`src/hdl/tdad_pkg.sv`:
```
// Shared types and constants for the trackball edge to accelerated delta block.
package tdad_pkg;

   localparam int unsigned StampWidth = 16;
   localparam int unsigned BaseWidth  = 7;
   localparam int unsigned AccelWidth = 10;
   localparam int unsigned DeltaWidth = 12;
   localparam int unsigned DivSteps   = AccelWidth;
   localparam int unsigned CntWidth   = $clog2(DivSteps);

   localparam logic [1:0] DIR_UP    = 2'd0;
   localparam logic [1:0] DIR_DOWN  = 2'd1;
   localparam logic [1:0] DIR_LEFT  = 2'd2;
   localparam logic [1:0] DIR_RIGHT = 2'd3;

   localparam logic AXIS_Y = 1'b0;
   localparam logic AXIS_X = 1'b1;

   localparam logic REG_BASE_STEP    = 1'b0;
   localparam logic REG_ACCEL_FACTOR = 1'b1;

   localparam logic [BaseWidth-1:0]  BASE_RESET  = 7'd2;
   localparam logic [AccelWidth-1:0] ACCEL_RESET = 10'd100;

   typedef struct packed {
      logic                  level_up;
      logic                  level_down;
      logic                  level_left;
      logic                  level_right;
      logic [StampWidth-1:0] now_ms;
   } req_type;

   typedef struct packed {
      logic                         axis;
      logic signed [DeltaWidth-1:0] delta;
      logic                         last;
   } rsp_type;

   typedef enum logic [1:0] {
      ST_IDLE,
      ST_PICK,
      ST_DIV,
      ST_EMIT
   } state_type;

   typedef struct packed {
      logic capture;
      logic load;
      logic load_axis;
      logic step;
      logic emit;
   } ctl_cmd_type;

   typedef struct packed {
      logic pend_y;
      logic pend_x;
      logic div_done;
      logic out_free;
   } dp_status_type;

endpackage

```
`src/hdl/tdad_ctrl.sv`:
```
// Controller state machine sequencing capture, division and result emission.
module tdad_ctrl (
   input  logic                   clock,
   input  logic                   reset,
   input  logic                   req_valid,
   output logic                   req_stall,
   input  tdad_pkg::dp_status_type status,
   output tdad_pkg::ctl_cmd_type   cmd
);
   import tdad_pkg::*;

   state_type state_ff;
   state_type state_in;

   always_ff @(posedge clock) begin
      if (reset) begin
         state_ff <= ST_IDLE;
      end else begin
         state_ff <= state_in;
      end
   end

   always_comb begin
      state_in = state_ff;
      case (state_ff)
         ST_IDLE: begin
            if (req_valid) begin
               state_in = ST_PICK;
            end
         end
         ST_PICK: begin
            if (status.pend_y || status.pend_x) begin
               state_in = ST_DIV;
            end else begin
               state_in = ST_IDLE;
            end
         end
         ST_DIV: begin
            if (status.div_done) begin
               state_in = ST_EMIT;
            end
         end
         ST_EMIT: begin
            if (status.out_free) begin
               state_in = ST_PICK;
            end
         end
         default: state_in = ST_IDLE;
      endcase
   end

   always_comb begin
      cmd       = '0;
      req_stall = 1'b1;
      case (state_ff)
         ST_IDLE: begin
            req_stall   = 1'b0;
            cmd.capture = req_valid;
         end
         ST_PICK: begin
            cmd.load      = status.pend_y || status.pend_x;
            cmd.load_axis = status.pend_y ? AXIS_Y : AXIS_X;
         end
         ST_DIV: begin
            cmd.step = 1'b1;
         end
         ST_EMIT: begin
            cmd.emit = status.out_free;
         end
         default: begin
            req_stall = 1'b1;
         end
      endcase
   end

endmodule

```
`src/hdl/tdad_datapath.sv`:
```
// Datapath: pin edge detect, timestamps, restoring divider and output register.
module tdad_datapath (
   input  logic                    clock,
   input  logic                    reset,
   input  tdad_pkg::req_type        req_data,
   input  logic                    csr_we,
   input  logic                    csr_index,
   input  logic [tdad_pkg::AccelWidth-1:0] csr_wdata,
   input  tdad_pkg::ctl_cmd_type    cmd,
   output tdad_pkg::dp_status_type  status,
   output logic                    rsp_valid,
   input  logic                    rsp_stall,
   output tdad_pkg::rsp_type        rsp_data
);
   import tdad_pkg::*;

   logic [BaseWidth-1:0]  base_ff;
   logic [AccelWidth-1:0] accel_ff;
   logic [3:0]            prior_ff;
   logic [3:0]            chg_ff;
   logic [StampWidth-1:0] now_ff;
   logic                  pend_y_ff;
   logic                  pend_x_ff;
   logic [StampWidth-1:0] stamp_ff [4];
   logic [StampWidth-1:0] divisor_ff;
   logic [AccelWidth-1:0] rem_ff;
   logic [AccelWidth-1:0] quo_ff;
   logic [CntWidth-1:0]   cnt_ff;
   logic                  neg_ff;
   logic                  axis_ff;
   logic                  last_ff;
   logic                  div_end_ff;
   logic                  rsp_valid_ff;
   rsp_type               rsp_data_ff;

   logic [3:0]            levels;
   logic [1:0]            dir;
   logic [StampWidth-1:0] elapsed;
   logic [StampWidth:0]   trial;
   logic                  fits;
   logic [BaseWidth+AccelWidth-7:0] unused_guard;
   logic [AccelWidth:0]   mag;
   logic [DeltaWidth-1:0] mag_ext;

   assign levels = {req_data.level_right, req_data.level_left,
                    req_data.level_down, req_data.level_up};

   always_comb begin
      if (cmd.load_axis == AXIS_X) begin
         dir = chg_ff[3] ? DIR_RIGHT : DIR_LEFT;
      end else begin
         dir = chg_ff[1] ? DIR_DOWN : DIR_UP;
      end
      elapsed = now_ff - stamp_ff[dir];
      if (elapsed == '0) begin
         elapsed = StampWidth'(1);
      end
   end

   assign trial = {(StampWidth + 1 - AccelWidth - 1)'(0), rem_ff, quo_ff[AccelWidth-1]};
   assign fits  = trial >= {1'b0, divisor_ff};

   assign unused_guard = '0;
   assign mag     = (AccelWidth + 1)'(base_ff) + {1'b0, quo_ff};
   assign mag_ext = {1'b0, mag} | DeltaWidth'(unused_guard);

   always_ff @(posedge clock) begin
      if (reset) begin
         base_ff   <= BASE_RESET;
         accel_ff  <= ACCEL_RESET;
         prior_ff  <= 4'hF;
         pend_y_ff <= 1'b0;
         pend_x_ff <= 1'b0;
         for (int i = 0; i < 4; i++) begin
            stamp_ff[i] <= '0;
         end
      end else begin
         if (csr_we) begin
            case (csr_index)
               REG_BASE_STEP:    base_ff  <= csr_wdata[BaseWidth-1:0];
               REG_ACCEL_FACTOR: accel_ff <= csr_wdata;
               default: ;
            endcase
         end
         if (cmd.capture) begin
            prior_ff  <= levels;
            chg_ff    <= levels ^ prior_ff;
            now_ff    <= req_data.now_ms;
            pend_y_ff <= |(levels[1:0] ^ prior_ff[1:0]);
            pend_x_ff <= |(levels[3:2] ^ prior_ff[3:2]);
         end
         if (cmd.load) begin
            stamp_ff[dir] <= now_ff;
            if (cmd.load_axis == AXIS_X) begin
               pend_x_ff <= 1'b0;
            end else begin
               pend_y_ff <= 1'b0;
            end
         end
      end
   end

   always_ff @(posedge clock) begin
      if (reset) begin
         cnt_ff <= '0;
      end else if (cmd.load) begin
         cnt_ff <= '0;
      end else if (cmd.step && !status.div_done) begin
         cnt_ff <= cnt_ff + CntWidth'(1);
      end
   end

   always_ff @(posedge clock) begin
      if (cmd.load) begin
         divisor_ff <= elapsed;
         rem_ff     <= '0;
         quo_ff     <= accel_ff;
         neg_ff     <= (dir == DIR_UP) || (dir == DIR_LEFT);
         axis_ff    <= cmd.load_axis;
         last_ff    <= (cmd.load_axis == AXIS_X) || !pend_x_ff;
      end else if (cmd.step && !status.div_done) begin
         rem_ff <= fits ? AccelWidth'(trial - {1'b0, divisor_ff}) : AccelWidth'(trial);
         quo_ff <= {quo_ff[AccelWidth-2:0], fits};
      end
   end

   always_ff @(posedge clock) begin
      if (reset) begin
         div_end_ff <= 1'b0;
      end else if (cmd.load) begin
         div_end_ff <= 1'b0;
      end else if (cmd.step && cnt_ff == CntWidth'(DivSteps - 1)) begin
         div_end_ff <= 1'b1;
      end
   end

   always_ff @(posedge clock) begin
      if (reset) begin
         rsp_valid_ff <= 1'b0;
      end else if (cmd.emit) begin
         rsp_valid_ff <= 1'b1;
      end else if (!rsp_stall) begin
         rsp_valid_ff <= 1'b0;
      end
   end

   always_ff @(posedge clock) begin
      if (cmd.emit) begin
         rsp_data_ff.axis  <= axis_ff;
         rsp_data_ff.delta <= neg_ff ? (DeltaWidth'(0) - mag_ext) : mag_ext;
         rsp_data_ff.last  <= last_ff;
      end
   end

   assign status.pend_y   = pend_y_ff;
   assign status.pend_x   = pend_x_ff;
   assign status.div_done = div_end_ff;
   assign status.out_free = !rsp_valid_ff || !rsp_stall;
   assign rsp_valid       = rsp_valid_ff;
   assign rsp_data        = rsp_data_ff;

   a_cnt_range: assert property (@(posedge clock) disable iff (reset)
      cnt_ff <= CntWidth'(DivSteps))
      else $error("divider step count out of range");

   a_emit_valid: assert property (@(posedge clock) disable iff (reset)
      cmd.emit |=> rsp_valid_ff)
      else $error("emitted result not presented");

   a_load_pending: assert property (@(posedge clock) disable iff (reset)
      cmd.load |-> (pend_y_ff || pend_x_ff))
      else $error("axis loaded with nothing pending");

   a_emit_done: assert property (@(posedge clock) disable iff (reset)
      cmd.emit |-> div_end_ff)
      else $error("result emitted before division finished");

endmodule

```
`src/hdl/trackball_edge_to_accelerated_delta.sv`:
```
// Top level: trackball pin edges to accelerated signed movement deltas.
//
// Usage:
//   req channel: one scan per request (four pin levels and a 16-bit ms stamp),
//   accepted when req_valid is high and req_stall is low.
//   rsp channel: zero, one or two results per scan, y before x; last marks the
//   final result of the scan. A scan with no pin change gives no result.
//   csr port: csr_we writes csr_wdata into register csr_index
//   (0 base step, 1 acceleration numerator) at the clock edge; write only when idle.
// Sequencing:
//   The controller captures the scan, then each moving axis takes a load state,
//   the restoring divider (ten one-bit steps and a finish state) and an emit
//   state, which waits while the output register is still held.
//   Axes and scans take the shared divider in turn: a new scan is accepted only
//   after the previous scan is done; a scan with no movement skips the divider.
// Reset: synchronous, active high; pins read as high, stamps zero,
//   base step 2, acceleration numerator 100, no result pending.
// Stall: a result sits in the output register while rsp_stall is high; the
//   next scan may still be accepted and worked, and waits before its emit.
module trackball_edge_to_accelerated_delta (
   input  logic                   clock,
   input  logic                   reset,
   input  logic                   req_valid,
   output logic                   req_stall,
   input  tdad_pkg::req_type       req_data,
   output logic                   rsp_valid,
   input  logic                   rsp_stall,
   output tdad_pkg::rsp_type       rsp_data,
   input  logic                   csr_we,
   input  logic                   csr_index,
   input  logic [tdad_pkg::AccelWidth-1:0] csr_wdata
);
   import tdad_pkg::*;

   ctl_cmd_type   cmd;
   dp_status_type status;

   tdad_ctrl u_ctrl (
      .clock     (clock),
      .reset     (reset),
      .req_valid (req_valid),
      .req_stall (req_stall),
      .status    (status),
      .cmd       (cmd)
   );

   tdad_datapath u_datapath (
      .clock     (clock),
      .reset     (reset),
      .req_data  (req_data),
      .csr_we    (csr_we),
      .csr_index (csr_index),
      .csr_wdata (csr_wdata),
      .cmd       (cmd),
      .status    (status),
      .rsp_valid (rsp_valid),
      .rsp_stall (rsp_stall),
      .rsp_data  (rsp_data)
   );

endmodule

```
`config.mk`:
```
export PLATFORM = sky130hd
export DESIGN_NAME = trackball_edge_to_accelerated_delta
export DESIGN_NICKNAME = d
export VERILOG_FILES = /design/src/hdl/tdad_pkg.sv /design/src/hdl/tdad_ctrl.sv /design/src/hdl/tdad_datapath.sv /design/src/hdl/trackball_edge_to_accelerated_delta.sv
export SDC_FILE = /design/constraint.sdc
export NUM_CORES = 1
export LEC_CHECK = 0
export BUFFER_PORTS_ARGS = -buffer_cell sky130_fd_sc_hd__buf_2
export CORE_AREA = 3 3 126 128
export CTS_BUF_LIST = sky130_fd_sc_hd__clkbuf_4 sky130_fd_sc_hd__clkbuf_8
export DETAILED_ROUTE_END_ITERATION = 10
export DIE_AREA = 0 0 129 131
export GPL_TIMING_DRIVEN = 0
export PLACE_DENSITY = 0.78
export SYNTH_ARGS = -nofsm -noshare
export SYNTH_HDL_FRONTEND = slang
export SYNTH_HIERARCHICAL = 1
export SYNTH_SLANG_ARGS = --single-unit
```
`constraint.sdc`:
```
create_clock -name clock -period 4.4 [get_ports clock]
set_clock_uncertainty 0.15 [all_clocks]
set_input_delay 0.44 -clock clock [delete_from_list [all_inputs] [get_ports clock]]
set_output_delay 0.44 -clock clock [all_outputs]
set_load 0.05 [all_outputs]
```
* Word level (Yosys, flattened, before mapping)
Memories as Yosys holds them, arrays and structs flattened.
Cells that the tools add are included.
W data, S select, Z words.
** Storage, ports and cells
- Flip-flop bits (word level) :: 104
- Bits in writable memories :: 64
- Bits of input ports :: 36
- Output and inout port bits :: 16
- Memories kept :: 1
** Operators by class
- Add/sub/neg operators :: 5
- $lt $le $gt $ge :: 1
- Equality and inequality tests :: 9
- Muxes and demuxes :: 34
- Bitwise gates (word level) :: 5
- Reduce and logical (&&, ||, !) cells :: 22
** Memories
- u_datapath.stamp_ff :: depth 4, width 16, rd ports 1, clocked after memory_dff 0, wr ports 4, line tdad_datapath.sv:24 : logic [StampWidth-1:0] stamp_ff [4];
** Operators with widths (count)
- $mux W10 :: 3
- $mux W1 :: 21
- $ge A11 B16 Y1 :: 1
- $logic_not A16 Y1 :: 1
- $mux W16 :: 1
- $reduce_or A16 Y1 :: 1
- $sub A16 B16 Y16 :: 1
- $mux W2 :: 7
- $sub A1 B11 Y12 const A :: 1
- $add A7 B10 Y11 :: 1
- $mux W11 :: 1
- $sub A10 B10 Y10 :: 1
- $pmux W2 S4 :: 1
- $eq A2 B2 Y1 const B :: 3
- $ne A2 B1 Y1 const B :: 3
- $reduce_and A2 Y1 :: 3
- $reduce_or A2 Y1 :: 3
- $add A4 B1 Y4 const B :: 1
- $eq A4 B4 Y1 const B :: 1
- $logic_not A1 Y1 :: 4
- $logic_not A2 Y1 :: 2
- $logic_or A1 B1 Y1 :: 4
- $xor A2 B2 Y2 :: 2
- $xor A4 B4 Y4 :: 1
- 6 further kinds :: 8

* Logic depth before layout (Yosys ltp)
- Word-level depth :: 7
- Depth in mapped cells :: 18

* Hierarchy
Netlist, hierarchy kept.
** By module, submodules not included
- tdad_datapath :: times used 1, cells each 737, area an instance 8212.9 µm², sequential area each 4534.3 µm²
- tdad_ctrl :: times used 1, cells each 27, area an instance 230.2 µm², sequential area each 40.0 µm²

* Worst setup path after synthesis
Ideal clock, no wire load.
- Path kind :: flip-flop to flip-flop
- Start point :: register u_ctrl.state_ff[1]
- End point :: register u_datapath.divisor_ff[0] (data pin)
- Arrival time :: 4132 ps
- Data required time :: 4070 ps
- Slack :: -62 ps
- Cell stages (with the launch flop) :: 18
- Path buffers :: 2
- Clock period less this slack :: 4462 ps
- Cells stage by stage :: dfxtp_1 inv_1 ha_1 nor2b_1 buf_1 buf_1 mux2i_1 o21ai_0 ha_1 inv_1 fa_1 a211oi_2 o21bai_1 a211o_1 a311o_2 a211oi_1 nand4b_1 o41ai_2
** RTL lines
- from (decl) :: line tdad_ctrl.sv:12 : state_type state_ff;
- from (signal assigned) :: line tdad_ctrl.sv:19 : state_ff <= state_in;
- to (signal assigned) :: line tdad_datapath.sv:115 : divisor_ff <= elapsed;
- to (decl) :: line tdad_datapath.sv:25 : logic [StampWidth-1:0] divisor_ff;

==> impl_metrics.env <==
export IMPL_status="finished clean"
export IMPL_track_usage_pct=21.6
export IMPL_cts_clk_slew_worst_paths_ns=0.08
export IMPL_pwr_density_cell_mw_per_mm2=391
export IMPL_arrival_ns=4.37
export IMPL_synth_edf_count=125
export IMPL_cp_max_fo=8
export IMPL_hold_class="primary input to flop"
export IMPL_layout_nets=944
export IMPL_yosysWarnings=6
export IMPL_drc=0
export IMPL_ys_async_sr_fraction_pct=0
export IMPL_hpwl_mm=12.7
export IMPL_area_growth_pct=15.3
export IMPL_slowest_delay_ns=0.43
export IMPL_switching_power_mw=1.09
export IMPL_io_buffers=51
export IMPL_critPathMostFrequentCell="ha_2"
export IMPL_ys_seq_area_share_pct=54.2
export IMPL_antenna_found_initial=0
export IMPL_synth_area_leaders="edfxtp_1 (44%), dfxtp_1 (9.7%), ha_1 (6.2%), nor2_1 (3.5%), nand2_1 (3.1%)"
export IMPL_grt_max_degree=22
export IMPL_netlist_area_sq_mm=0.00844
export IMPL_max_freq_mhz=235
export IMPL_postRouteAntennaNets=0
export IMPL_post_route_period_util_pct=96.8
export IMPL_row_count=45
export IMPL_clkPwrFrac_pct=28.3
export IMPL_synth_top_cell_by_area="edfxtp_1"
export IMPL_critPathLaunchType="flop"
export IMPL_ys_seq_elements=166
export IMPL_power_frac_seq_pct=48.8
export IMPL_cp_top_family="compound AO/OA/AOI/OAI gates"
export IMPL_hold_viol=0
export IMPL_wl_per_cell_um=17.1
export IMPL_synth_cell_types=69
export IMPL_start_util_pct=56.4
export IMPL_netlist_instances=764
export IMPL_critPathBufInv=4
export IMPL_worst_ep_required_time_ns=4.51
export IMPL_fin_setup_tns_ns=0
export IMPL_via_per_inst=5.78
export IMPL_chipHeight_um=131
export IMPL_core_area_sq_mm=0.0150
export IMPL_placed_cells=1003
export IMPL_placedInstanceArea_sq_mm=0.00894
export IMPL_insertion_delay_ns=0.46
export IMPL_cts_tree="done"
export IMPL_pwr_share_comb_pct=22.8
export IMPL_final_area_sq_mm=0.00974
export IMPL_antennaDiodeCount=0
export IMPL_grt_pass1_vias=6023
export IMPL_syn_area_per_cell_sq_um=11.1
export IMPL_fin_cells=1064
export IMPL_drt_pass1_iterations=5
export IMPL_leakage_nw=3.80
export IMPL_period_needed_ns=4.26
export IMPL_cts_max_level=4
export IMPL_report_power_total_mw=3.80
export IMPL_gp_congestion=0.932
export IMPL_drive_gt1_share_pct=17.2
export IMPL_vdd_drop_max_mv=0.314
export IMPL_ctsRootBufferMaster="clkbuf_8"
export IMPL_num_vias=6145
export IMPL_critPathKind="flop to flop"
export IMPL_synth_top_area_share_pct=44.5
export IMPL_postRouteWirelength_mm=18.2
export IMPL_syn_nets=845
export IMPL_tightest_slew_ns=0.974
export IMPL_clkSinkCount=166
export IMPL_cp_slowest_cell="fa_2"
export IMPL_p_int_mw=2.71
export IMPL_cts_made_buffers=17
export IMPL_drt_iter0_markers=441
export IMPL_maxSlewViolCount=0
export IMPL_ios=52
export IMPL_cp_cell_sequence="inv_2, ha_2, nor2b_4, buf_12, clkinvlp_4, nor2_4, a22oi_1, o21ai_1, ha_2, inv_1, fa_2, a211oi_4, o21ai_0, a31oi_2, xnor2_2, a2111oi_2, nand4b_1, o41ai_2"
export IMPL_grt_overflow_total=0
export IMPL_die_width_um=129
export IMPL_setup_violations=0
export IMPL_max_cap_violations=0
export IMPL_endpoint_kind="flop"
export IMPL_dieArea_sq_mm=0.0169
export IMPL_relSlewSlack_pct=34.8
export IMPL_swShare_pct=28.8
export IMPL_synth_ff_type="edfxtp_1"
export IMPL_clock_path_buffers=2
export IMPL_grt_pass1_wl_mm=28.4
export IMPL_r2r_slack_ns=0.14
[cell usage after synthesis, types with 3 or more instances]
cell type	instances
ha_1	42
edfxtp_1	125
mux2_2	10
a21oi_1	36
o21ai_0	17
o21a_1	10
mux2i_1	23
or4_1	5
nor2b_1	16
o31ai_1	3
buf_4	3
and2_1	22
a221oi_1	13
fa_1	3
nand3b_1	5
a211oi_1	15
o21ai_1	8
xor2_1	13
nand2b_1	7
nor2_1	79
dfxtp_1	41
buf_1	4
and3_1	3
or3_1	5
inv_1	44
or2_2	3
a21o_1	11
nand4_1	4
a2111oi_0	5
nand2_1	69
xnor2_1	24
a31oi_1	4
nand3_1	7
a211o_1	8
nor4_1	4
clkbuf_1	24
nor3_1	10
[power by group through the flow]
stage / clock network (mW) / logic (mW) / registers, mW
6_report: 1.08 / 0.869 / 1.86
5_1_grt: 1.17 / 0.952 / 1.87
4_1_cts: 1.10 / 0.803 / 1.86
3_5_place_dp: 0 / 0.772 / 1.89
3_3_place_gp: 0 / 0.739 / 1.89
2_1_floorplan: 0 / 0.592 / 1.88
[layout make-up]
cell class,instances,area (sq um)
sequential,166,4580
tap,188,235
inverter,44,169
clock buffer,21,264
multi-input combinational,522,3660
buffer,30,173
clock inverter,11,125
fill,1115,5240
timing repair buffer,82,531
[path summary, 6_finish.rpt]
path,from,to,cells past startpoint
worst max-delay path,u_ctrl/state_ff[1],u_datapath/divisor_ff[0],18
worst max register to register,u_ctrl/state_ff[1],u_datapath/divisor_ff[0],18
worst min register to register,u_datapath/axis_ff,u_datapath/rsp_data[13],0
worst min-delay path,csr_wdata[1],u_datapath/base_ff[1],2
[metrics by stage]
step                hold WS, ns  util [%]  setup slack, ns
finish                   0.0598      65.0            0.141
detailed placement        0.258      59.7           -0.883
global placement          0.256      59.7           -0.815
CTS                      0.0279      63.8           0.0217
global route             0.0369      65.0          -0.0615
floorplan                 0.250         -           0.0162
[sequential cells by signal, indices dropped and copies added, names as in the netlist, 2 cells and up]
name,flops
u_datapath/stamp_ff,64
u_datapath/divisor_ff,16
u_datapath/now_ff,16
u_datapath/rsp_data,14
u_datapath/accel_ff,10
u_datapath/quo_ff,10
u_datapath/rem_ff,10
u_datapath/base_ff,7
u_datapath/cnt_ff,4
u_datapath/prior_ff,4
u_ctrl/state_ff,2
u_datapath/chg_ff,2
[placed cells by master, fill, tap and decap left out, types with 23 or more instances in the layout]
| cell | count |
|---|---|
| a21oi_1 | 36 |
| dfxtp_1 | 39 |
| ha_1 | 40 |
| buf_2 | 53 |
| nand2_1 | 68 |
| xnor2_1 | 23 |
| inv_1 | 42 |
| edfxtp_1 | 125 |
| mux2i_1 | 23 |
| nor2_1 | 77 |
[cells by family (layout without fill, tap and decap cells)]
kind of cell,Yosys count,count (layout),share of synthesized area [%]
muxes,34,34,4.19
DFF,166,166,54.2
and+or+nand+nor,251,251,14.3
buffers and inverters,76,188,3.53
xor gates and xnor gates,37,37,3.84
AOI/OAI and AO/OA,155,155,13.0
adders and majority gates,45,45,6.94
[layer usage]
layer  track usage (%)  share of wire (%)  up-vias
li1                  -                  -     2970
met1              25.3                 41     2957
met2              39.0                 51      184
met3              3.98                4.7       34
met4              9.20                2.5        0
met5                 0                  0        -
[what timing repair did]
item,4_1_cts,5_1_grt
resized for setup,19,26
pin swaps,1,12
buffers inserted,2,12
hold buffers,17,0
gates cloned,0,0
endpoints found under the hold margin,17,0
endpoints found under the setup margin,10,1
Power figures use the tool's default switching activity.
